[src/sbms_pkg.sv]
`default_nettype none
// ----------------------------------------------------------------------------
// sbms_pkg: shared types for the sorted block merge/split unit
// Block size, index widths, front-to-back write port, merge command and back-end states.
// ----------------------------------------------------------------------------
package sbms_pkg;

	localparam int BLOCK_MAX = 64;
	localparam int ADDR_W    = (BLOCK_MAX > 1) ? $clog2(BLOCK_MAX) : 1;
	localparam int CNT_W     = $clog2(BLOCK_MAX + 1);

	typedef logic [ADDR_W-1:0] addr_t;
	typedef logic [CNT_W-1:0]  cnt_t;
	typedef logic signed [31:0] word_t;

	typedef struct packed {
		logic  en;
		addr_t addr;
		word_t own;
		word_t partner;
	} wr_port_t;

	typedef struct packed {
		logic valid;
		cnt_t n;
		logic upper;
	} merge_cmd_t;

	typedef enum logic [1:0] {
		ST_IDLE,
		ST_PRIME,
		ST_MERGE,
		ST_DRAIN
	} back_state_t;

endpackage
`default_nettype wire

[src/sbms_front.sv]
`default_nettype none
// ----------------------------------------------------------------------------
// sbms_front: load front end
// Takes element pairs, writes them to the block stores and queues one merge
// command per load in a single-entry command register.
// ----------------------------------------------------------------------------
module sbms_front (
	input  logic                 clk,
	input  logic                 arst_n,
	input  logic                 start,
	input  sbms_pkg::word_t      first_value,
	input  sbms_pkg::word_t      second_value,
	input  logic                 keep_upper,
	input  logic                 load_last,
	input  logic                 cmd_pop,
	input  logic                 back_busy,
	output logic                 busy,
	output sbms_pkg::wr_port_t   wr,
	output sbms_pkg::merge_cmd_t cmd
);

	sbms_pkg::cnt_t       load_count_q;
	sbms_pkg::cnt_t       n_next;
	sbms_pkg::merge_cmd_t cmd_q;
	logic                 accept;
	logic                 room;

	assign busy   = cmd_q.valid || back_busy;
	assign accept = start && !busy;
	assign room   = load_count_q < sbms_pkg::cnt_t'(sbms_pkg::BLOCK_MAX);
	assign n_next = load_count_q + sbms_pkg::cnt_t'(room);

	assign wr.en      = accept && room;
	assign wr.addr    = load_count_q[sbms_pkg::ADDR_W-1:0];
	assign wr.own     = first_value;
	assign wr.partner = second_value;
	assign cmd        = cmd_q;

	always_ff @(posedge clk or negedge arst_n) begin
		if (!arst_n) begin
			load_count_q <= '0;
			cmd_q        <= '0;
		end else begin
			if (accept) begin
				load_count_q <= load_last ? '0 : n_next;
			end
			if (accept && load_last) begin
				cmd_q.valid <= 1'b1;
				cmd_q.n     <= n_next;
				cmd_q.upper <= keep_upper;
			end else if (cmd_pop) begin
				cmd_q.valid <= 1'b0;
			end
		end
	end

endmodule
`default_nettype wire

[config.mk]
export PLATFORM = sky130hd
export DESIGN_NAME = sbms_front
export DESIGN_NICKNAME = d
export VERILOG_FILES = /design/src/sbms_pkg.sv /design/src/sbms_front.sv
export SDC_FILE = /design/constraint.sdc
export NUM_CORES = 1
export LEC_CHECK = 0
export ABC_CLOCK_PERIOD_IN_PS = 1610
export BUFFER_PORTS_ARGS = -buffer_cell sky130_fd_sc_hd__buf_4
export CORE_MARGIN = 10
export CORE_UTILIZATION = 31
export DETAILED_ROUTE_END_ITERATION = 8
export GPL_TIMING_DRIVEN = 0
export PLACE_DENSITY = 0.77
export SLEW_MARGIN = 25
export SYNTH_ARGS = -nofsm -noshare
export SYNTH_HDL_FRONTEND = slang
export SYNTH_SLANG_ARGS = --single-unit
[constraint.sdc]
create_clock -name clk -period 1.61 [get_ports clk]
set_input_delay 0.0805 -clock clk [delete_from_list [all_inputs] [get_ports clk]]
set_output_delay 0.0805 -clock clk [all_outputs]
set_load 0.01 [all_outputs]
==> reports/qor.csv <==
stage;metric;value;unit
place;gp_congestion;0.851;
power;power.share.switching;29.1;%
global_routing;overflow;0;
floorplanning;die_height;85.4;um
routing;drt_iter0_markers;66;
power;comb_power_share;41.2;%
global_routing;grt_pass1_wl;6.76;mm
layout;instances_no_fill;309;
power;intPower;1.04;mW
sta;finalSetupTns;0;ns
routing;routed.top_layer;met4;
hold_path;min_path_type;input pin to flop;
floorplanning;fp.dieW;85.4;um
synthesis;synth_cells;159;
floorplanning;dieArea;7290;um^2
run;drv_cap;0;
layout;final_core_util;55.1;%
routing;wire_per_inst;14.7;um
synthesis;synth_seq_area_share;30.2;%
routing;ant_nets;0;
layout;synthToLayoutAreaGrowth;68.5;%
routing;first_pass_iters;4;
sta;fin_ws;0.0390;ns
sta;worst_slew_pin_slew;0.448;ns
clock_network;cts-root-buf;clkbuf_8;
place;post-place-ws;-0.142;ns
power;power_frac_seq;34.2;%
routing;post-route-drc-count;0;
floorplanning;core_area;4060;um^2
layout;diodes;0;
synthesis;syn_avg_cell_area;8.34;um^2
sta;relSlewSlack;70.2;%
synthesis;synth.distinct_cells;25;
layout;finalNetCount;333;
place;placed_area;2060;um^2
synthesis;syn_area;1330;um^2
layout;fin_area;2230;um^2
clock_network;clkTransAtPathRegs;0.06;ns
sta;setup_violations;0;
layout;drive_gt1_share;68.7;%
sta;fin_crit_sh;97.6;%
global_routing;grt_pass1_vias;1503;
synthesis;synth-seq-cells;16;
global_routing;grt_start_max_net_pins;17;
setup_path;critPathMaxFanout;6;
place;placed_cells;295;
setup_path;critical_path_class;flop to flop;
routing;wl_met3;693;um
clock_network;clock_path_buffers;2;
global_routing;antenna_found_initial;0;
clock_network;cts.sinks;16;
floorplanning;rows;23;
sta;hold_violations;0;
sta;max_freq;637;MHz
sta;min_period;1.57;ns
setup_path;end_kind;flop;
setup_path;arrival;1.73;ns
routing;avgViaCountPerCell;4.28;
floorplanning;num_io_pins;152;
clock_network;tritoncts;yes;
sta;drv_slew;0;
routing;dr_wl_met2;2.46;mm
power;clkPwrFrac;24.6;%
synthesis;syn_nets;232;
floorplanning;start_util;32.7;%
clock_network;cts_buffers;3;
power;p_sw;427;uW
global_routing;grt_usage;11.3;%
status;status;completed;
sta;final.setup_skew;0.000640;ns
synthesis;ys_warn_count;0;
routing;m1WireLength;1.35;mm
power;ir_drop;0.239;mV
clock_network;insertion_delay;0.25;ns
routing;via_count;1321;
place;place.port_buffers;86;
power;p_leak;1.20;nW
power;power.density;656;nW/um^2
setup_path;required;1.77;ns
routing;wirelength;4.55;mm
setup_path;start_kind;flop;
place;dpl.hpwl;3.87;mm
clock_network;htreeDepth;1;
state kept, by name, summed over array words and instances, names as in the netlist:
| signal | flops |
|---|---|
| cmd | 9 |
| load_count_q | 7 |
power groups by stage:
| stage | Combinational, mW | Sequential, mW | Clock (mW) |
|---|---|---|---|
| floorplan | 0.287 | 0.522 | 0 |
| global placement | 0.567 | 0.509 | 0 |
| detailed placement | 0.574 | 0.512 | 0 |
| CTS | 0.598 | 0.502 | 0.372 |
| global route | 0.659 | 0.511 | 0.395 |
| finish | 0.604 | 0.501 | 0.361 |
layout make-up:
type                       count  area, um^2
fill                         377        1820
multi-input combinational     65         428
timing repair buffer          96         726
sequential                    16         400
inverter                       4        15.0
clock buffer                   4        55.1
tap                           50        62.6
buffer                        74         548
cells by family after synthesis:
group                      Yosys count  synth area share, %
adders and majority gates            2                 1.89
buffers and inverters               78                 41.9
AOI/OAI and AO/OA                   19                 8.40
DFF                                 16                 30.2
xor gates and xnor gates             3                 1.98
and+or+nand+nor                     41                 15.7
routing by layer:
metal / track usage [%] / up-vias
met1: 8.74 / 588
met5: 0 / -
met3: 9.37 / 7
li1: - / 647
met2: 20.5 / 79
met4: 3.29 / 0
final timing paths:
path	from	to	slack, ns	cells after the start
max in group asynchronous	arst_n	cmd[6]	1.21	2
hold / removal	keep_upper	cmd[0]	0.02	3
setup reg to reg	load_count_q[6]	load_count_q[6]	0.04	6
min in group asynchronous	arst_n	cmd[4]	0.22	2
hold reg to reg	cmd[0]	cmd[0]	0.48	2
setup / recovery	load_count_q[6]	load_count_q[6]	0.04	6
worst max-delay path, stage by stage (launching register included):
cell and delay, ns:
dfrtp_1 0.40, inv_2 0.09, ha_4 0.14, ha_4 0.14
nand3_4 0.09, or4b_4 0.53, o311ai_2 0.08
synthesized netlist by cell type:
master     count  share of area (%)
nor4bb_1       1               0.75
o211a_1        1               0.75
ha_1           2                1.9
or2_2          1               0.47
a31oi_1        3                1.4
o311ai_1       1               0.66
or4b_1         1               0.75
dfrtp_1       16                 30
a211o_1        1               0.66
xnor2_1        1               0.66
buf_4         70                 40
xor2_1         2                1.3
clkbuf_1       4                1.1
nand3b_1       1               0.57
a21oi_1        1               0.38
o21ai_0       12                4.5
nand3_1        3                1.1
or4_1          1               0.57
inv_1          4                1.1
nand2_1       21                5.9
or3_1          2               0.94
or3b_1         1               0.66
nor2_1         6                1.7
nand4bb_1      1               0.85
nor4b_1        2                1.3
stage by stage:
step / hold slack (ns) / total power [mW]
after detailed placement: -0.0506 / 1.09
after floorplan: -0.215 / 0.809
after CTS: 0.0182 / 1.47
final: 0.0192 / 1.47
after global routing: 0.0297 / 1.57
after global placement: -0.0486 / 1.08
cell usage in the layout (no fill, tap or decap), types with 2 or more instances in the layout:
cell           count
clkbuf_8           4
dlygate4sd3_1      2
a31oi_1            3
xor2_1             2
or3_1              2
inv_1              3
nor2_1             6
o21ai_0           12
buf_4            164
nand3_1            2
ha_4               2
dfrtp_1           16
nand2_1           21
clkbuf_1           3
timing repair:
action	CTS	global route
buffers inserted	4	4
endpoints found under the hold margin	17	0
pin swaps	2	1
resized for setup	4	6
setup endpoints to repair	3	3
hold buffers	2	0
No activity file was read; power rests on OpenSTA's default activity.
